[src/rtl/core/rgf_pkg.sv]
// Shared types and constants of the range glitch filter.
package rgf_pkg;

  localparam int RANGE_W  = 16;
  localparam int LIGHT_W  = 8;
  localparam int SENSOR_W = 1;
  localparam int CAP_W    = 16;
  localparam int APB_DW   = 32;
  localparam int APB_AW   = 3;
  localparam int REG_IDX_W = APB_AW - 2;

  localparam logic [REG_IDX_W-1:0] REG_DISTANCE_CAP = '0;
  localparam logic [CAP_W-1:0]     CAP_RESET        = '1;

  localparam logic ACT_RANGE = 1'b0;
  localparam logic ACT_LIGHT = 1'b1;

  localparam logic [1:0] ZERO_SKIP_MAX = 2'd2;

  typedef struct packed {
    logic                action;
    logic [SENSOR_W-1:0] sensor;
    logic                read_ok;
    logic [RANGE_W-1:0]  range_value;
    logic [LIGHT_W-1:0]  light_value;
  } rgf_item_t;

  typedef struct packed {
    logic                push;
    logic [SENSOR_W-1:0] sensor;
    logic [RANGE_W-1:0]  value;
  } rgf_push_t;

endpackage

[src/rtl/core/rgf_ifs.sv]
// Valid/ready channel interfaces for the input items and the results.
interface rgf_in_if;
  import rgf_pkg::*;
  logic                valid;
  logic                ready;
  logic                action;
  logic [SENSOR_W-1:0] sensor;
  logic                read_ok;
  logic [RANGE_W-1:0]  range_value;
  logic [LIGHT_W-1:0]  light_value;

  modport source (output valid, action, sensor, read_ok, range_value, light_value,
                  input ready);
  modport sink   (input valid, action, sensor, read_ok, range_value, light_value,
                  output ready);
endinterface

interface rgf_out_if;
  import rgf_pkg::*;
  logic                valid;
  logic                ready;
  logic [SENSOR_W-1:0] sensor_out;
  logic [RANGE_W-1:0]  distance;
  logic [LIGHT_W-1:0]  light_level;

  modport source (output valid, sensor_out, distance, light_level, input ready);
  modport sink   (input valid, sensor_out, distance, light_level, output ready);
endinterface

[src/rtl/core/rgf_ring.sv]
// Per-sensor sample rings with running sums and rounded means.
module rgf_ring #(
  parameter int NUM_SENSORS = 2,
  parameter int RING_DEPTH  = 4
) (
  input  logic                        clk,
  input  logic                        rst_n,
  input  rgf_pkg::rgf_push_t          push_i,
  output logic [rgf_pkg::RANGE_W-1:0] dist_o
);
  import rgf_pkg::*;

  localparam int SW   = (NUM_SENSORS > 1) ? $clog2(NUM_SENSORS) : 1;
  localparam int PW   = $clog2(RING_DEPTH);
  localparam int SUMW = RANGE_W + PW;
  localparam int DIV  = 2 * RING_DEPTH;
  localparam int XW   = SUMW + 2;
  localparam int LW   = $clog2(DIV);
  localparam int MW   = XW + 2;
  localparam int PRW  = XW + MW;
  localparam logic [MW-1:0] MUL =
    MW'(((64'd1 << (XW + LW)) + 64'(DIV) - 64'd1) / 64'(DIV));
  localparam logic [PW-1:0] POS_LAST = PW'(RING_DEPTH - 1);

  logic [RANGE_W-1:0] ring_r [NUM_SENSORS][RING_DEPTH];
  logic [PW-1:0]      pos_r  [NUM_SENSORS];
  logic [SUMW-1:0]    sum_r  [NUM_SENSORS];
  logic [RANGE_W-1:0] dist_r [NUM_SENSORS];

  logic               sens_ok;
  logic [SW-1:0]      idx;
  logic               do_push;
  logic [RANGE_W-1:0] old_val;
  logic [SUMW-1:0]    sum_nxt;
  logic [PW-1:0]      pos_nxt;
  logic [XW-1:0]      x;
  logic [PRW-1:0]     prod;
  logic [RANGE_W-1:0] mean;

  always_comb begin
    sens_ok = (32'(push_i.sensor) < NUM_SENSORS);
    idx     = sens_ok ? SW'(push_i.sensor) : '0;
    do_push = push_i.push && sens_ok;
    old_val = ring_r[idx][pos_r[idx]];
    sum_nxt = SUMW'(({1'b0, sum_r[idx]} + (SUMW+1)'(push_i.value)) - (SUMW+1)'(old_val));
    pos_nxt = (pos_r[idx] == POS_LAST) ? '0 : pos_r[idx] + 1'b1;
    x       = {1'b0, sum_nxt, 1'b0} + XW'(RING_DEPTH);
    prod    = PRW'(x) * PRW'(MUL);
    mean    = RANGE_W'(prod >> (XW + LW));
    if (!sens_ok) begin
      dist_o = '0;
    end else if (do_push) begin
      dist_o = mean;
    end else begin
      dist_o = dist_r[idx];
    end
  end

  always_ff @(posedge clk) begin
    if (!rst_n) begin
      for (int s = 0; s < NUM_SENSORS; s++) begin
        for (int e = 0; e < RING_DEPTH; e++) begin
          ring_r[s][e] <= '0;
        end
        pos_r[s]  <= '0;
        sum_r[s]  <= '0;
        dist_r[s] <= '0;
      end
    end else if (do_push) begin
      ring_r[idx][pos_r[idx]] <= push_i.value;
      pos_r[idx]              <= pos_nxt;
      sum_r[idx]              <= sum_nxt;
      dist_r[idx]             <= mean;
    end
  end

endmodule

[src/rtl/core/range_glitch_filter_moving_average.sv]
// Range glitch filter with per-sensor moving average and held light level.
//
//   Channel  Direction  Handshake           Contents
//   in_ch    sink       valid/ready         action, sensor, read_ok, range, light
//   out_ch   source     valid/ready         sensor_out, distance, light_level
//   cfg_*    slave      APB, pready tied 1  distance_cap at byte address 0
//
// One transaction per cycle sustained while out_ch.ready stays high.
// Items pass an input register, then one pass of ring update, running-sum
// update, reciprocal multiply and distance cap into the result register.
// Reset (rst_n low, synchronous) clears the rings, sums, zero counter and light.
// A stalled result holds both registers; in_ch.ready drops only then.
module range_glitch_filter_moving_average #(
  parameter int NUM_SENSORS = 2,
  parameter int RING_DEPTH  = 4
) (
  input  logic                       clk,
  input  logic                       rst_n,
  rgf_in_if.sink                     in_ch,
  rgf_out_if.source                  out_ch,
  input  logic                       cfg_psel,
  input  logic                       cfg_penable,
  input  logic                       cfg_pwrite,
  input  logic [rgf_pkg::APB_AW-1:0] cfg_paddr,
  input  logic [rgf_pkg::APB_DW-1:0] cfg_pwdata,
  output logic [rgf_pkg::APB_DW-1:0] cfg_prdata,
  output logic                       cfg_pready
);
  import rgf_pkg::*;

  logic               s1_valid_r;
  rgf_item_t          s1_item_r;
  logic               out_valid_r;
  logic [SENSOR_W-1:0] out_sensor_r;
  logic [RANGE_W-1:0] out_dist_r;
  logic [LIGHT_W-1:0] light_r;
  logic [LIGHT_W-1:0] light_nxt;
  logic [1:0]         zero_run_r;
  logic [1:0]         zero_run_nxt;
  logic [CAP_W-1:0]   cap_r;

  logic               out_load;
  logic               s1_fire;
  logic               in_fire;
  logic               sens_ok;
  logic               range_ok;
  logic               skip_zero;
  rgf_push_t          push;
  logic [RANGE_W-1:0] ring_dist;
  logic [RANGE_W-1:0] dist_capped;
  logic               cfg_wr;

  assign out_load    = !out_valid_r || out_ch.ready;
  assign s1_fire     = s1_valid_r && out_load;
  assign in_ch.ready = !s1_valid_r || out_load;
  assign in_fire     = in_ch.valid && in_ch.ready;

  always_comb begin
    sens_ok   = (32'(s1_item_r.sensor) < NUM_SENSORS);
    range_ok  = s1_fire && (s1_item_r.action == ACT_RANGE) && s1_item_r.read_ok && sens_ok;
    skip_zero = (s1_item_r.range_value == '0) && (zero_run_r <= ZERO_SKIP_MAX);

    push.push   = range_ok && !skip_zero;
    push.sensor = s1_item_r.sensor;
    push.value  = s1_item_r.range_value;

    zero_run_nxt = zero_run_r;
    if (range_ok) begin
      if (s1_item_r.range_value != '0) begin
        zero_run_nxt = '0;
      end else if (skip_zero) begin
        zero_run_nxt = zero_run_r + 2'd1;
      end
    end

    light_nxt = light_r;
    if (s1_fire && (s1_item_r.action == ACT_LIGHT) && s1_item_r.read_ok &&
        (s1_item_r.light_value != '0)) begin
      light_nxt = s1_item_r.light_value;
    end

    dist_capped = (ring_dist > cap_r) ? cap_r : ring_dist;
  end

  rgf_ring #(
    .NUM_SENSORS (NUM_SENSORS),
    .RING_DEPTH  (RING_DEPTH)
  ) u_ring (
    .clk    (clk),
    .rst_n  (rst_n),
    .push_i (push),
    .dist_o (ring_dist)
  );

  always_ff @(posedge clk) begin
    if (!rst_n) begin
      s1_valid_r  <= 1'b0;
      out_valid_r <= 1'b0;
      zero_run_r  <= '0;
      light_r     <= '0;
    end else begin
      if (in_fire) begin
        s1_valid_r <= 1'b1;
      end else if (s1_fire) begin
        s1_valid_r <= 1'b0;
      end
      if (s1_fire) begin
        out_valid_r <= 1'b1;
      end else if (out_ch.ready) begin
        out_valid_r <= 1'b0;
      end
      zero_run_r <= zero_run_nxt;
      light_r    <= light_nxt;
    end
  end

  always_ff @(posedge clk) begin
    if (in_fire) begin
      s1_item_r.action      <= in_ch.action;
      s1_item_r.sensor      <= in_ch.sensor;
      s1_item_r.read_ok     <= in_ch.read_ok;
      s1_item_r.range_value <= in_ch.range_value;
      s1_item_r.light_value <= in_ch.light_value;
    end
    if (s1_fire) begin
      out_sensor_r <= s1_item_r.sensor;
      out_dist_r   <= dist_capped;
    end
  end

  assign out_ch.valid       = out_valid_r;
  assign out_ch.sensor_out  = out_sensor_r;
  assign out_ch.distance    = out_dist_r;
  assign out_ch.light_level = light_r;

  assign cfg_wr     = cfg_psel && cfg_penable && cfg_pwrite && cfg_pready &&
                      (cfg_paddr[APB_AW-1:2] == REG_DISTANCE_CAP);
  assign cfg_pready = 1'b1;

  always_ff @(posedge clk) begin
    if (!rst_n) begin
      cap_r <= CAP_RESET;
    end else if (cfg_wr) begin
      cap_r <= cfg_pwdata[CAP_W-1:0];
    end
  end

  always_comb begin
    cfg_prdata = '0;
    case (cfg_paddr[APB_AW-1:2])
      REG_DISTANCE_CAP: cfg_prdata = APB_DW'(cap_r);
      default:          cfg_prdata = '0;
    endcase
  end

endmodule
[src/flat_wrapper.sv]
// flat-port wrapper written by rule: the top's interface ports become plain ports
module range_glitch_filter_moving_average_flat import rgf_pkg::*;
#(
  parameter int NUM_SENSORS = 2,
  parameter int RING_DEPTH  = 4
)
  (clk, rst_n, cfg_psel, cfg_penable, cfg_pwrite, cfg_paddr, cfg_pwdata, cfg_prdata, cfg_pready, in_ch_valid, in_ch_action, in_ch_sensor, in_ch_read_ok, in_ch_range_value, in_ch_light_value, in_ch_ready, out_ch_valid, out_ch_sensor_out, out_ch_distance, out_ch_light_level, out_ch_ready);
  rgf_in_if in_ch_i ();
  rgf_out_if out_ch_i ();
  input  logic clk;
  input  logic rst_n;
  input  logic cfg_psel;
  input  logic cfg_penable;
  input  logic cfg_pwrite;
  input  logic [rgf_pkg::APB_AW-1:0] cfg_paddr;
  input  logic [rgf_pkg::APB_DW-1:0] cfg_pwdata;
  output logic [rgf_pkg::APB_DW-1:0] cfg_prdata;
  output logic cfg_pready;
  input wire logic [$bits(in_ch_i.valid)-1:0] in_ch_valid;
  input wire logic [$bits(in_ch_i.action)-1:0] in_ch_action;
  input wire logic [$bits(in_ch_i.sensor)-1:0] in_ch_sensor;
  input wire logic [$bits(in_ch_i.read_ok)-1:0] in_ch_read_ok;
  input wire logic [$bits(in_ch_i.range_value)-1:0] in_ch_range_value;
  input wire logic [$bits(in_ch_i.light_value)-1:0] in_ch_light_value;
  output wire logic [$bits(in_ch_i.ready)-1:0] in_ch_ready;
  output wire logic [$bits(out_ch_i.valid)-1:0] out_ch_valid;
  output wire logic [$bits(out_ch_i.sensor_out)-1:0] out_ch_sensor_out;
  output wire logic [$bits(out_ch_i.distance)-1:0] out_ch_distance;
  output wire logic [$bits(out_ch_i.light_level)-1:0] out_ch_light_level;
  input wire logic [$bits(out_ch_i.ready)-1:0] out_ch_ready;
  assign in_ch_i.valid = in_ch_valid;
  assign in_ch_i.action = in_ch_action;
  assign in_ch_i.sensor = in_ch_sensor;
  assign in_ch_i.read_ok = in_ch_read_ok;
  assign in_ch_i.range_value = in_ch_range_value;
  assign in_ch_i.light_value = in_ch_light_value;
  assign in_ch_ready = in_ch_i.ready;
  assign out_ch_valid = out_ch_i.valid;
  assign out_ch_sensor_out = out_ch_i.sensor_out;
  assign out_ch_distance = out_ch_i.distance;
  assign out_ch_light_level = out_ch_i.light_level;
  assign out_ch_i.ready = out_ch_ready;
  range_glitch_filter_moving_average #(.NUM_SENSORS(NUM_SENSORS), .RING_DEPTH(RING_DEPTH)) u_core (.clk(clk), .rst_n(rst_n), .in_ch(in_ch_i), .out_ch(out_ch_i), .cfg_psel(cfg_psel), .cfg_penable(cfg_penable), .cfg_pwrite(cfg_pwrite), .cfg_paddr(cfg_paddr), .cfg_pwdata(cfg_pwdata), .cfg_prdata(cfg_prdata), .cfg_pready(cfg_pready));
endmodule
[config.mk]
export PLATFORM = sky130hd
export DESIGN_NAME = range_glitch_filter_moving_average_flat
export DESIGN_NICKNAME = d
export VERILOG_FILES = /design/src/rtl/core/rgf_pkg.sv /design/src/rtl/core/rgf_ifs.sv /design/src/rtl/core/rgf_ring.sv /design/src/rtl/core/range_glitch_filter_moving_average.sv /design/src/flat_wrapper.sv
export SDC_FILE = /design/constraint.sdc
export NUM_CORES = 1
export LEC_CHECK = 0
export BUFFER_PORTS_ARGS = -buffer_cell sky130_fd_sc_hd__buf_2
export CORE_AREA = 5 5 172 174
export DETAILED_ROUTE_END_ITERATION = 10
export DIE_AREA = 0 0 177 179
export PLACE_DENSITY = 0.69
export REMOVE_ABC_BUFFERS = 1
export SLEW_MARGIN = 20
export SYNTH_ARGS = -nofsm -noshare
export SYNTH_HDL_FRONTEND = slang
export SYNTH_SLANG_ARGS = --single-unit
[constraint.sdc]
create_clock -name clk -period 18.2 [get_ports clk]
set_input_delay 2.73 -clock clk [delete_from_list [all_inputs] [get_ports clk]]
set_output_delay 2.73 -clock clk [all_outputs]
set_load 0.01 [all_outputs]
==> run_results.csv <==
group,metric,value,unit
clocking,hold_buffers,0,
placed_design,hpwl,19600,um
power_and_ir_drop,cellPowerDensity,109,nW/um2
timing,finalHoldViolCount,0,
critical_path,rrSetupSlack,10.19,ns
placed_design,place_area,14500,um2
timing,worst_slew_pin_slew,1.08,ns
timing,skew,0.0129,ns
drt,postRouteAntennaNets,0,
global_route,grt-ovfl-total,0,
placed_design,pre_cts_slack,10.21,ns
global_route,grt_pass1_wl,48800,um
placed_design,place.gp.congestion,0.788,
synth,yosysTopAreaCell,"edfxtp_1",
min_path,hp-start,"u_core.s1_item_r[3]",
layout,layout-drive-gt1-share,16.5,%
synth,synth-main-ff-cell,"edfxtp_1",
drt,drc_errors,0,
placed_design,numPortBuffers,93,
critical_path,crit_required,18.60,ns
global_route,grtUsageTotal,19.2,%
clocking,cts.sinks,273,
synth,synthesis.area,13800,um2
synth,yosysUniqueCellTypes,67,
critical_path,crit_slowest_cell,"o21ai_2",
synth,synth_seq_cells,273,
clocking,postCtsSetupBuffers,0,
synth,ys_top_cells_by_count,"edfxtp_1, nand2_1, nor2_1",
timing,tns,0,ns
synth,synth.top_cell.area_share,53.3,%
synth,synth.area.top_cells,"edfxtp_1, dfxtp_1, nand2_1",
min_path,hold_end,"u_core.out_ch.light_level[3]",
timing,setup_violations,0,
layout,final_nets,1384,
power_and_ir_drop,p_leak,6.54,nW
min_path,hold_path.class,"reg -> reg",
clocking,clk_pin_slew,0.07,ns
critical_path,crit_fanout,34,
min_path,min_path_cells,2,
drt,firstDrtPassIters,6,
floorplanning,dieArea,31700,um2
clocking,cts_max_path_buffers,3,
clocking,clkLatencyLatePin,0.56,ns
drt,dr_total_vias,9188,
timing,maxSlewHeadroom,27.7,%
drt,first_iter_violations,769,
clocking,cts_root_buffer,"clkbuf_16",
timing,min_period_over_period,44.0,%
clocking,cts_tree,"built",
global_route,grt_pass1_vias,9282,
critical_path,regToRegEndpoint,"u_core.out_ch.distance[13]",
synth,syn_avg_cell_area,11.6,um2
floorplanning,row_count,61,
timing,finalMaxSlewViolations,0,
floorplanning,start_util,49.8,%
synth,async_flop_share,0,%
synth,synth_edf_count,244,
power_and_ir_drop,peakVddDrop,88.0,uV
clocking,cts_resized,0,
layout,diodes,0,
synth,yosysWarnings,0,
critical_path,worstSetupEndpointType,"flop",
power_and_ir_drop,power,1.69,mW
global_route,antenna_found_initial,0,
run,max-cap-violations,0,
timing,final.min_clock_period,8.01,ns
drt,drt_wl_total,30700,um
timing,setup_slack,10.19,ns
clocking,h-tree-depth,1,
critical_path,worstSetupPathType,"reg -> reg",
drt,wl_per_cell,18.5,um
layout,area_growth_syn_to_layout,12.2,%
floorplanning,pin_count,129,
layout,multi_input_area,5250,um2
floorplanning,die_w,177,um
critical_path,start_kind,"flop",
timing,rsz0062_at_grt,"no",
timing,fmax,125,MHz
timing,timing.hold.ws,0.520,ns
synth,netlist_instances,1191,
critical_path,critPathMaxStageDelay,0.84,ns
layout,nFillCells,2355,
synth,yosysSeqAreaShare,57.5,%
clocking,cts_buffers,29,
critical_path,cp.arrival,8.41,ns
drt,routed_via_density,5.53,
synth,yosysMostFrequentCell,"edfxtp_1",
layout,ff_latch_area,7910,um2
floorplanning,core,27600,um2
critical_path,r2r_cells,28,
floorplanning,die_h,179,um
layout,stdcell_area,15400,um2
global_route,grt_max_degree,69,
status,status,"finished clean",
placed cells by master, fill, tap and decap left out, types with 29 or more instances in the layout:
| cell type | instances |
|---|---|
| and3_1 | 82 |
| buf_2 | 93 |
| clkbuf_16 | 31 |
| edfxtp_1 | 244 |
| ha_1 | 40 |
| inv_1 | 70 |
| mux2i_1 | 29 |
| nand2_1 | 151 |
| nor2_1 | 100 |
| nor2b_1 | 29 |
| o21ai_0 | 50 |
through the flow:
| stage | std cells | util, % |
|---|---|---|
| 3_3_place_gp | 1606 | 52.4 |
| 2_1_floorplan | 1119 | - |
| 6_report | 1660 | 55.9 |
| 4_1_cts | 1660 | 55.9 |
| 5_1_grt | 1660 | 55.9 |
| 3_5_place_dp | 1606 | 52.4 |
report_power, final:
group	leakage, nW	switching (mW)	internal (mW)
Sequential	2.73	0.0122	0.711
Combinational	3.33	0.251	0.128
Clock	0.476	0.244	0.342
cell families after synthesis:
logic type                 count (synthesis)  synth area share, %
xor gates and xnor gates                  30                 1.91
AOI/OAI and AO/OA                        155                 7.42
and+or+nand+nor                          461                 16.4
muxes                                     57                 5.70
other                                      2               0.0546
buffers and inverters                    157                 5.06
DFF                                      273                 57.5
adders and majority gates                 56                 5.97
metal layers:
| metal | global-route usage, % | wire, um | vias up |
|---|---|---|---|
| li1 | - | - | 4375 |
| met1 | 25.6 | 13000 | 4503 |
| met2 | 33.3 | 15500 | 254 |
| met3 | 2.78 | 1600 | 56 |
| met4 | 5.13 | 673 | 0 |
| met5 | 0 | 0 | - |
worst max-delay path, delay by kind of cell, from the launching register on:
| kind | cells | cell delay [ns] |
|---|---|---|
| compound gates | 13 | 3.08 |
| fa+ha+maj | 3 | 1.21 |
| flops | 1 | 0.31 |
| xor+xnor | 2 | 0.73 |
| buf+inv | 3 | 0.96 |
| simple gates | 5 | 0.70 |
| mux | 2 | 0.81 |
layout make-up:
cell class,count,share of cell area (%)
Clock inverter,7,0.357
Clock buffer,47,5.87
Tap cell,378,3.06
Multi-Input combinational cell,776,34.0
Timing Repair Buffer,109,3.79
Inverter,70,1.70
Sequential cell,273,51.2
how the worst max path moves through the flow:
stage	startpoint	endpoint	cells after the start
2_1_floorplan	flop	u_core.out_ch.distance[13]	27
3_3_place_gp	flop	u_core.out_ch.distance[13]	28
3_5_place_dp	flop	u_core.out_ch.distance[13]	28
4_1_cts	flop	u_core.out_ch.distance[13]	28
5_1_grt	flop	u_core.out_ch.distance[13]	28
6_report	flop	u_core.out_ch.distance[13]	28
registers in the layout (all words and copies together), names as in the netlist, named ones only:
register and flops:
u_core.u_ring.ring_r 128, u_core.u_ring.sum_r 36, u_core.u_ring.dist_r 32, u_core.push 17
u_core.cap_r 16, u_core.out_ch.distance 16, u_core.s1_item_r 10, u_core.out_ch.light_level 8
u_core.u_ring.pos_r 4, u_core.zero_run_r 2, u_core.out_ch.sensor_out 1, u_core.out_ch.valid 1
u_core.s1_valid_r 1
No activity file was read; power rests on OpenSTA's default activity.
